$ cat config.mk
export PLATFORM = sky130hd
export DESIGN_NAME = unique_value_fifo_top
export DESIGN_NICKNAME = d
export VERILOG_FILES = /design/src/design/uvf_pkg.sv /design/src/design/uvf_cell.sv /design/src/design/uvf_hit_tree.sv /design/src/design/unique_value_fifo_top.sv
export SDC_FILE = /design/constraint.sdc
export NUM_CORES = 1
export LEC_CHECK = 0
export ABC_AREA = 0
export BUFFER_PORTS_ARGS = -buffer_cell sky130_fd_sc_hd__buf_2
export CAP_MARGIN = 0
export CELL_PAD_IN_SITES_DETAIL_PLACEMENT = 0
export CELL_PAD_IN_SITES_GLOBAL_PLACEMENT = 1
export CORE_MARGIN = 2
export CORE_UTILIZATION = 53
export CTS_CLUSTER_SIZE = 20
export DETAILED_ROUTE_END_ITERATION = 6
export PLACE_DENSITY = 0.87
export SYNTH_ARGS = -nofsm -noshare
export SYNTH_HDL_FRONTEND = slang
export SYNTH_SLANG_ARGS = --single-unit
export TNS_END_PERCENT = 30
$ cat constraint.sdc
create_clock -name i_clk -period 4.5 [get_ports i_clk]
set_input_delay 0 -clock i_clk [delete_from_list [all_inputs] [get_ports i_clk]]
set_output_delay 0 -clock i_clk [all_outputs]
set_load 0.05 [all_outputs]
$ cat src/design/uvf_pkg.sv
// Package: shared constants, codes and types for the unique value FIFO.
`default_nettype none
package uvf_pkg;

    localparam int DATA_W        = 32;
    localparam int DEPTH_DEF     = 16;
    localparam int OCC_W         = 5;
    localparam int GRP_W         = 32;

    typedef enum logic [1:0] {
        OP_PUSH   = 2'd0,
        OP_POP    = 2'd1,
        OP_SEARCH = 2'd2,
        OP_NONE   = 2'd3
    } t_op;

    typedef enum logic [1:0] {
        ST_OK    = 2'd0,
        ST_DUP   = 2'd1,
        ST_FULL  = 2'd2,
        ST_EMPTY = 2'd3
    } t_status;

    typedef enum logic [3:0] {
        S_IDLE = 4'b0001,
        S_CMP  = 4'b0010,
        S_RED  = 4'b0100,
        S_EXEC = 4'b1000
    } t_state;

    typedef struct packed {
        logic live;
        logic load;
        logic shift;
    } t_cell_ctl;

endpackage
`default_nettype wire

$ cat src/design/uvf_cell.sv
// Queue cell: one stored entry, its compare against the probe, shift toward the head.
`default_nettype none
module uvf_cell
    import uvf_pkg::*;
(
    input  wire logic                     i_clk,
    input  wire t_cell_ctl                i_ctl,
    input  wire logic signed [DATA_W-1:0] i_value,
    input  wire logic signed [DATA_W-1:0] i_next_data,
    output logic signed [DATA_W-1:0]      o_data,
    output logic                          o_hit
);

    logic signed [DATA_W-1:0] r_data;
    logic                     r_hit;

    always_ff @(posedge i_clk) begin
        if (i_ctl.load) begin
            r_data <= i_value;
        end else if (i_ctl.shift) begin
            r_data <= i_next_data;
        end
    end

    always_ff @(posedge i_clk) begin
        r_hit <= i_ctl.live && (r_data == i_value);
    end

    assign o_data = r_data;
    assign o_hit  = r_hit;

endmodule
`default_nettype wire

$ cat src/design/uvf_hit_tree.sv
// Hit reduction: registered OR over groups of cell hit flags.
`default_nettype none
module uvf_hit_tree
    import uvf_pkg::*;
#(
    parameter int N = DEPTH_DEF
) (
    input  wire logic                               i_clk,
    input  wire logic [N-1:0]                       i_hit,
    output logic [((N + GRP_W - 1) / GRP_W)-1:0]    o_grp
);

    localparam int G = (N + GRP_W - 1) / GRP_W;

    logic [G*GRP_W-1:0] w_pad;
    logic [G-1:0]       r_grp;

    always_comb begin
        w_pad        = '0;
        w_pad[N-1:0] = i_hit;
    end

    always_ff @(posedge i_clk) begin
        for (int g = 0; g < G; g++) begin
            r_grp[g] <= |w_pad[g*GRP_W +: GRP_W];
        end
    end

    assign o_grp = r_grp;

endmodule
`default_nettype wire

$ cat src/design/unique_value_fifo_top.sv
// Top level: FIFO of unique signed values built as a row of shifting compare cells.
// Each item steps through S_IDLE, S_CMP, S_RED and S_EXEC; the result strobe is registered.
// One item at a time: busy stays high until the registered compare row and the
// two-level registered OR of the hit flags are through and the queue is updated.
// Reset: synchronous, active low; empties the queue, entry data is not cleared.
// Results are shown for one cycle on o_valid; the receiver cannot stall them.
`default_nettype none
module unique_value_fifo_top
    import uvf_pkg::*;
#(
    parameter int QUEUE_DEPTH = DEPTH_DEF
) (
    input  wire logic                     i_clk,
    input  wire logic                     i_rst_n,
    input  wire logic                     start,
    output logic                          busy,
    input  wire logic [1:0]               i_func,
    input  wire logic signed [DATA_W-1:0] i_value,
    output logic                          o_valid,
    output logic [1:0]                    o_status,
    output logic                          o_found,
    output logic signed [DATA_W-1:0]      o_popped_value,
    output logic [OCC_W-1:0]              o_occupancy
);

    localparam int CW = $clog2(QUEUE_DEPTH + 1);
    localparam int G  = (QUEUE_DEPTH + GRP_W - 1) / GRP_W;

    t_state                   r_state, n_state;
    logic [CW-1:0]            r_count, n_count;
    logic [1:0]               r_func;
    logic signed [DATA_W-1:0] r_value;
    logic                     r_valid;
    logic [1:0]               r_status, n_status;
    logic                     r_found, n_found;
    logic signed [DATA_W-1:0] r_popped, n_popped;

    logic signed [DATA_W-1:0] w_data [QUEUE_DEPTH];
    logic [QUEUE_DEPTH-1:0]   w_hit;
    logic [G-1:0]             w_grp;
    logic                     w_any;
    logic                     w_push_ok;
    logic                     w_pop_ok;
    logic                     w_full;
    logic [CW+OCC_W-1:0]      w_occ_ext;
    t_cell_ctl                w_ctl [QUEUE_DEPTH];

    assign w_any    = |w_grp;
    assign w_full   = (r_count == CW'(QUEUE_DEPTH));
    assign w_push_ok = (r_state == S_EXEC) && (r_func == OP_PUSH) && !w_any && !w_full;
    assign w_pop_ok  = (r_state == S_EXEC) && (r_func == OP_POP) && (r_count != '0);

    for (genvar i = 0; i < QUEUE_DEPTH; i++) begin : g_cell
        logic signed [DATA_W-1:0] w_next;

        if (i < QUEUE_DEPTH - 1) begin : g_mid
            assign w_next = w_data[i+1];
        end else begin : g_last
            assign w_next = '0;
        end

        assign w_ctl[i].live  = (CW'(i) < r_count);
        assign w_ctl[i].load  = w_push_ok && (r_count == CW'(i));
        assign w_ctl[i].shift = w_pop_ok;

        uvf_cell u_cell (
            .i_clk       (i_clk),
            .i_ctl       (w_ctl[i]),
            .i_value     (r_value),
            .i_next_data (w_next),
            .o_data      (w_data[i]),
            .o_hit       (w_hit[i])
        );
    end

    uvf_hit_tree #(
        .N (QUEUE_DEPTH)
    ) u_tree (
        .i_clk (i_clk),
        .i_hit (w_hit),
        .o_grp (w_grp)
    );

    always_comb begin
        n_state  = r_state;
        n_count  = r_count;
        n_status = ST_OK;
        n_found  = 1'b0;
        n_popped = '0;
        case (r_state)
            S_IDLE: begin
                if (start) begin
                    n_state = S_CMP;
                end
            end
            S_CMP: begin
                n_state = S_RED;
            end
            S_RED: begin
                n_state = S_EXEC;
            end
            S_EXEC: begin
                n_state = S_IDLE;
                case (r_func)
                    OP_PUSH: begin
                        if (w_any) begin
                            n_status = ST_DUP;
                            n_found  = 1'b1;
                        end else if (w_full) begin
                            n_status = ST_FULL;
                        end else begin
                            n_count = r_count + 1'b1;
                        end
                    end
                    OP_POP: begin
                        if (r_count == '0) begin
                            n_status = ST_EMPTY;
                        end else begin
                            n_popped = w_data[0];
                            n_count  = r_count - 1'b1;
                        end
                    end
                    OP_SEARCH: begin
                        n_found = w_any;
                    end
                    default: begin
                    end
                endcase
            end
            default: begin
                n_state = S_IDLE;
            end
        endcase
    end

    always_ff @(posedge i_clk) begin
        if (!i_rst_n) begin
            r_state <= S_IDLE;
            r_count <= '0;
            r_valid <= 1'b0;
        end else begin
            r_state <= n_state;
            r_count <= n_count;
            r_valid <= (r_state == S_EXEC);
        end
    end

    always_ff @(posedge i_clk) begin
        if (r_state == S_IDLE && start) begin
            r_func  <= i_func;
            r_value <= i_value;
        end
        if (r_state == S_EXEC) begin
            r_status <= n_status;
            r_found  <= n_found;
            r_popped <= n_popped;
        end
    end

    assign w_occ_ext      = {{OCC_W{1'b0}}, r_count};
    assign busy           = (r_state != S_IDLE);
    assign o_valid        = r_valid;
    assign o_status       = r_status;
    assign o_found        = r_found;
    assign o_popped_value = r_popped;
    assign o_occupancy    = w_occ_ext[OCC_W-1:0];

    a_count_bound : assert property (@(posedge i_clk) disable iff (!i_rst_n)
        r_count <= CW'(QUEUE_DEPTH))
        else $error("occupancy beyond queue depth");

    a_accept_busy : assert property (@(posedge i_clk) disable iff (!i_rst_n)
        (start && !busy) |=> busy)
        else $error("accepted item did not raise busy");

    a_valid_after_exec : assert property (@(posedge i_clk) disable iff (!i_rst_n)
        o_valid |-> ($past(r_state) == S_EXEC))
        else $error("result strobe without execute step");

    a_count_step : assert property (@(posedge i_clk) disable iff (!i_rst_n)
        (r_state != S_EXEC) |=> (r_count == $past(r_count)))
        else $error("occupancy changed outside execute step");

endmodule
`default_nettype wire

## Word level (Yosys, flattened, before mapping)

Index checks and enable logic that the tools add are counted.

- Equal/unequal tests: 43
- Reduce and logical (&&, ||, !) cells: 63
- Add/sub/neg operators: 2
- Multiplexer cells: 44
- $lt $le $gt $ge: 16
- Bitwise operators: 1

Operators by type and width:

| kind | number |
|---|---|
| 32-bit 2-to-1 mux | 32 |
| 32-bit == test | 16 |
| 5-bit by 4-bit == test with 1-bit output, second input constant | 8 |
| 4-bit by 5-bit < comparator with 1-bit output, first input constant | 8 |
| 1-bit logical AND | 38 |
| 2-bit nonzero test | 17 |
| 5-bit by 3-bit == test with 1-bit output, second input constant | 4 |
| 3-bit by 5-bit < comparator with 1-bit output, first input constant | 4 |
| 16-bit OR reduction | 1 |
| 5-bit 2-to-1 mux | 3 |
| 4-bit one-hot mux with 3 select lines | 1 |
| 5-bit by 2-bit == test with 1-bit output, second input constant | 2 |
| 1-bit by 5-bit < comparator with 1-bit output, first input constant | 2 |
| 2-bit by 5-bit < comparator with 1-bit output, first input constant | 2 |
| 5-bit one-hot mux with 2 select lines | 1 |
| 2-bit inequality test, second input constant | 4 |
| 2-bit 2-to-1 mux | 3 |
| 5-bit by 1-bit adder with 5-bit output, second input constant | 1 |
| 5-bit by 1-bit == test with 1-bit output, second input constant | 1 |
| 5-bit == test, second input constant | 1 |
| 5-bit logical NOT | 1 |
| 5-bit AND reduction | 1 |
| 5-bit nonzero test | 1 |
| 5-bit by 1-bit subtractor with 5-bit output, second input constant | 1 |
| other kinds (15) | 16 |

- Input port bits: 37
- Output and inout port bits: 42
- Logic and storage cells: 210
- Flip-flop bits (word level): 608

## Depth between registers and ports, before layout

- Word-level depth: 6
- Depth in mapped cells: 8
- Gate-level depth less buffers: 6

## By module

Synthesis repeated with hierarchy kept, for this count alone.

- Cell total of the unflattened synthesis: 2063
- Area total of the unflattened synthesis: 30943.4 sq um

By module, submodules not included:

| module | seq. area each (sq um) | times used | area an instance (sq um) | cells each |
|---|---|---|---|---|
| uvf_cell | 980.9 | 16 | 1730.4 | 114 |
| unique_value_fifo_top | 2272.2 | 1 | 3205.6 | 233 |
| uvf_hit_tree | 20.0 | 1 | 51.3 | 6 |

## Least setup slack after synthesis

No wires, ideal clock.

- Kind: register -> register
- Start point: register r_count[0], in the netlist o_occupancy[0]
- End point: register g_cell[0].u_cell.r_data[0], enable pin
- Setup time: 0.389 ns
- Data required time: 4.111 ns
- Clock period less this slack: 3.274 ns
- Arrival time: 2.884 ns
- Path buffers: 3
- Path slack: 1.226 ns
- Stages on the path, launching flop included: 9
- Path through: dfxtp_1 clkbuf_1 inv_1 ha_1 clkbuf_1 a21oi_1 nand2_1 clkbuf_1 nand2_1

- Longest elaborated chain between the ends: 5
- Elaborated cells between the ends (all ways): 8
- Those cells by class: eq/ne (1); reduce/logical (7)

Ends and longest elaborated chain:

| element | RTL line | RTL |
|---|---|---|
| from (decl) | unique_value_fifo_top.sv:30 | `logic [CW-1:0] r_count, n_count;` |
| from (signal assigned) | unique_value_fifo_top.sv:143 | `r_count <= n_count;` |
| 5-bit == test | unique_value_fifo_top.sv:49 | `assign w_full = (r_count == CW'(QUEUE_DEPTH));` |
| 1-bit logical NOT | unique_value_fifo_top.sv:50 | `assign w_push_ok = (r_state == S_EXEC) && (r_func == OP_PUSH) && !w_any && !w_full;` |
| 1-bit logical AND | unique_value_fifo_top.sv:50 |  |
| 1-bit logical AND | unique_value_fifo_top.sv:63 | `assign w_ctl[i].load = w_push_ok && (r_count == CW'(i));` |
| 2-bit nonzero test (no source line) (*) | n/a |  |
| to (signal assigned) | uvf_cell.sv:19 | `r_data <= i_value;` |
| to (signal assigned) | uvf_cell.sv:21 | `r_data <= i_next_data;` |
| to (decl) | uvf_cell.sv:14 | `logic signed [DATA_W-1:0] r_data;` |

Every way passes the cells marked *; elsewhere a longest branch is shown, timed or not.
A chain may end at the register's enable or synchronous reset.

## Final worst setup path

- Start point: register r_count[0], in the netlist o_occupancy[0]
- End point: register g_cell[1].u_cell.r_data[1], enable pin

- Longest elaborated chain between the ends: 5
- Elaborated cells between the ends (all ways): 8
- Those cells by class: eq/ne (2); reduce/logical (6)

Ends and longest elaborated chain:

| element | RTL line |
|---|---|
| 5-bit == test | unique_value_fifo_top.sv:49 |
| 1-bit logical NOT | unique_value_fifo_top.sv:50 |
| 1-bit logical AND | unique_value_fifo_top.sv:50 |
| 1-bit logical AND | unique_value_fifo_top.sv:63 |
| 2-bit nonzero test (no source line) (*) | n/a |
| to (signal assigned) | uvf_cell.sv:19 |
| to (signal assigned) | uvf_cell.sv:21 |
| to (decl) | uvf_cell.sv:14 |

Marks and branches as above.

==> metrics <==
Final GP Congestion=0.9733; DRC viols=0; ant diodes=0; clock buffer depth=3; TNS Setup=0 ns; R2R depth=6; Hold Path Class=input port to flop; switch share=0.2277; area of the multi-input gates=12120 um^2; Worst Path Buf+Inv=2; share of cells above drive strength 1=0.3339; maximum vdd drop=0.3713 mV; status=complete, no violations; sequential fraction of design power=0.509; initial antenna violation count=1; Tmin final=3.541 ns; # IOs=79; R2R Setup Slk=0.96 ns; Hold Path Cell Cnt=2; RSZ-0062 raised after global routing=no; Setup Buffers After CTS=0; number of synthesis warnings=0; root buffer cell=clkbuf_16; Leak=13.53 nW; CP Launch Type=flop; reg2reg end=g_cell[1].u_cell.o_data[1]$_DFFE_PP_; met1 WL=35890 um; Mapped Cells=2169; Logic pwr share=0.055; sequential cell area=17990 um^2; nets@finish=2292; Worst-Skew Late Latency=0.65 ns; CTS Buf Count=61; Worst Path Max Fanout=33; most frequent cells in the layout=581 x edfxtp_1, 480 x mux2_2, 460 x xor2_1, 120 x nor4_1, 98 x buf_4; EDFF count, synth=581; GRT overflow=0; Die ar.=60280 um^2; hold endpoint=r_value[28]$_DFFE_PP_; slew margin rel.=0.08193; first-pass GRT wire length=127100 um; delay of the slowest critical-path stage=1.05 ns; drt pass-1 iters=7; vias in the first global route=18950; final hold violations=0; core area=57700 um^2; final setup fails=0; clock-pin slew on the worst setup and hold paths=0.07 ns; crit-path leading delay family=simple AND/OR/NAND/NOR gates; CTS Sinks=608; reported net switching power=2.782 mW; DP Wirelength=59840 um; met3 WL=7636 um; cts hold-fix bufs=37; maximum clock rate=0.2824 GHz; Least-Margin Pin Slew=1.377 ns; Starting Density=0.5358; met2 wire len=40710 um; part of the Yosys area used for sequential elements=0.5818; CTS tree=built; clock network fraction of design power=0.436; synthesis-to-layout area growth=12.38%; mapped cell area=30920 um^2; CP Data Arrival Time=3.79 ns; worst path required time=4.75 ns; DR WL/cell=28.50 um; CP Cell Sequence=inv_1 -> ha_1 -> a21oi_2 -> buf_4 -> nand2_1 -> nand2_1; Mapped Nets=2211; Port Buf Inserts=78; largest net degree at the start of global routing=38; area leader, netlist=edfxtp_1; post-synth top area share=0.5643; Final ANT Viol Nets=0; Pint=9.436 mW; initial drt markers=2440; reg-to-reg critical path startpoint=o_occupancy[0]$_SDFFE_PN0P_; WL final=87450 um; FFs w/ async S/R, synth=0; Die W=245.5 um; ys flop type=edfxtp_1; pwr dens=351.7 nW/um^2; nature of the critical path endpoint=flop; H-Tree Level Count=2; top post-synthesis cells by area=edfxtp_1 56%, mux2_2 17%, xor2_1 13%, nor4_1 2.4%, dfxtp_1 1.7%; Fillers=4344; Top Metal Used=met4; kind of critical path=flop to flop; number of vias per cell=6.082; Tot GR Track Use=0.2900; most common cell after layout, fill and taps aside=edfxtp_1; Final Util=0.6022; Max Cap Violations=0; vias=18660; Yosys reg bits=608; row count=88; critical hold path startpoint=i_value[28]; post-CTS sizing=0; Die Span Y=245.5 um; slowest stage cell, crit path=nand2_1; Clock Skews=0.03663 ns; fin crit share=0.7868; synthesized area per cell=14.25 um^2; Most Frequent Cell on Critical Path=nand2_1; Netlist cell types=45; max-slew violations=0
[routing by layer]
layer,track usage,vias to the layer above
li1,-,8131
met4,0.1066,0
met1,0.3990,9427
met2,0.4641,910
met3,0.04824,192
met5,0,-
[worst register-to-register path: stages (launching register included)]
cell and delay [ns]:
dfxtp_1 0.66, inv_1 0.22, ha_1 0.38, a21oi_2 0.17, buf_4 0.28, nand2_1 0.37, nand2_1 1.05
[cells by family after synthesis]
logic type | Yosys count | synth area share
AO/OA/AOI/OAI | 31 | 0.006881
XOR/XNOR | 514 | 0.1456
adder cells (fa/ha/maj) | 5 | 0.002024
buffers and inverters | 206 | 0.02639
flip-flops | 608 | 0.5818
multiplexers | 483 | 0.1758
AND/OR/NAND/NOR | 322 | 0.06148
[Yosys cell counts (all sizes together) (2+ instances only)]
master   number
dfxtp        27
a311oi        3
nor3         19
and2         35
xor2        460
o2111ai       2
or3           3
a2111oi       3
ha            5
nand2        26
nor4        120
inv           8
nand3        27
a31oi         2
nor2          8
nand2b        3
mux2i         3
buf          57
nor3b         5
mux2        480
clkbuf      141
edfxtp      581
a21oi         7
xnor2        54
a211oi        3
or4b          2
o21ai         6
and3         36
nand4        33
[layout make-up]
| class | instances | share of cell area |
|---|---|---|
| multi-input cells | 1355 | 0.3489 |
| flip-flops and latches | 608 | 0.5177 |
| clock buffers | 85 | 0.04916 |
| well taps | 765 | 0.02755 |
| clock inverters | 31 | 0.01098 |
| inverters | 8 | 0.0008643 |
| repair buffers | 216 | 0.04480 |
[how the worst max path moves through the flow]
stage                                 from                                    end  slack (ns)  depth (start not counted)
2_1_floorplan  o_occupancy[0]$_SDFFE_PN0P_   g_cell[0].u_cell.o_data[0]$_DFFE_PP_        1.23                          8
3_3_place_gp   o_occupancy[1]$_SDFFE_PN0P_  g_cell[3].u_cell.o_data[31]$_DFFE_PP_        1.16                          7
3_5_place_dp   o_occupancy[1]$_SDFFE_PN0P_  g_cell[1].u_cell.o_data[15]$_DFFE_PP_        1.06                          6
4_1_cts        o_occupancy[1]$_SDFFE_PN0P_  g_cell[1].u_cell.o_data[15]$_DFFE_PP_        1.03                          6
5_1_grt        o_occupancy[1]$_SDFFE_PN0P_   g_cell[1].u_cell.o_data[1]$_DFFE_PP_        0.78                          6
6_report       o_occupancy[0]$_SDFFE_PN0P_   g_cell[1].u_cell.o_data[1]$_DFFE_PP_        0.96                          6
[state kept, by name, indices dropped and copies added (netlist names)]
name and cells:
o_popped_value 32, o_valid 1, g_cell.u_cell.o_hit 16, r_state 4
u_tree.o_grp 1, o_occupancy 5, r_func 2, o_found 1
g_cell.u_cell.o_data 512, o_status 2, r_value 32
[stage by stage]
stage / hold WS, ns / cell area (um^2) / setup slack (ns) / cells / total power, mW
6_report: 0.06045 / 34740 / 0.9594 / 3068 / 12.22
3_5_place_dp: 0.1785 / 32280 / 1.057 / 2915 / 6.971
5_1_grt: 0.05867 / 34740 / 0.7788 / 3068 / 12.49
4_1_cts: 0.03340 / 34740 / 1.032 / 3068 / 12.22
2_1_floorplan: 0.09887 / 30920 / 1.226 / 2169 / 6.684
3_3_place_gp: 0.1762 / 32280 / 1.162 / 2915 / 6.962
[power by group through the flow]
stage	logic [mW]	registers [mW]	clock network, mW
floorplan	0.423	6.26	0
global placement	0.622	6.34	0
detailed placement	0.630	6.34	0
CTS	0.660	6.22	5.34
global route	0.707	6.22	5.56
finish	0.674	6.22	5.32
Note: power is estimated with default switching activity, not from simulation.
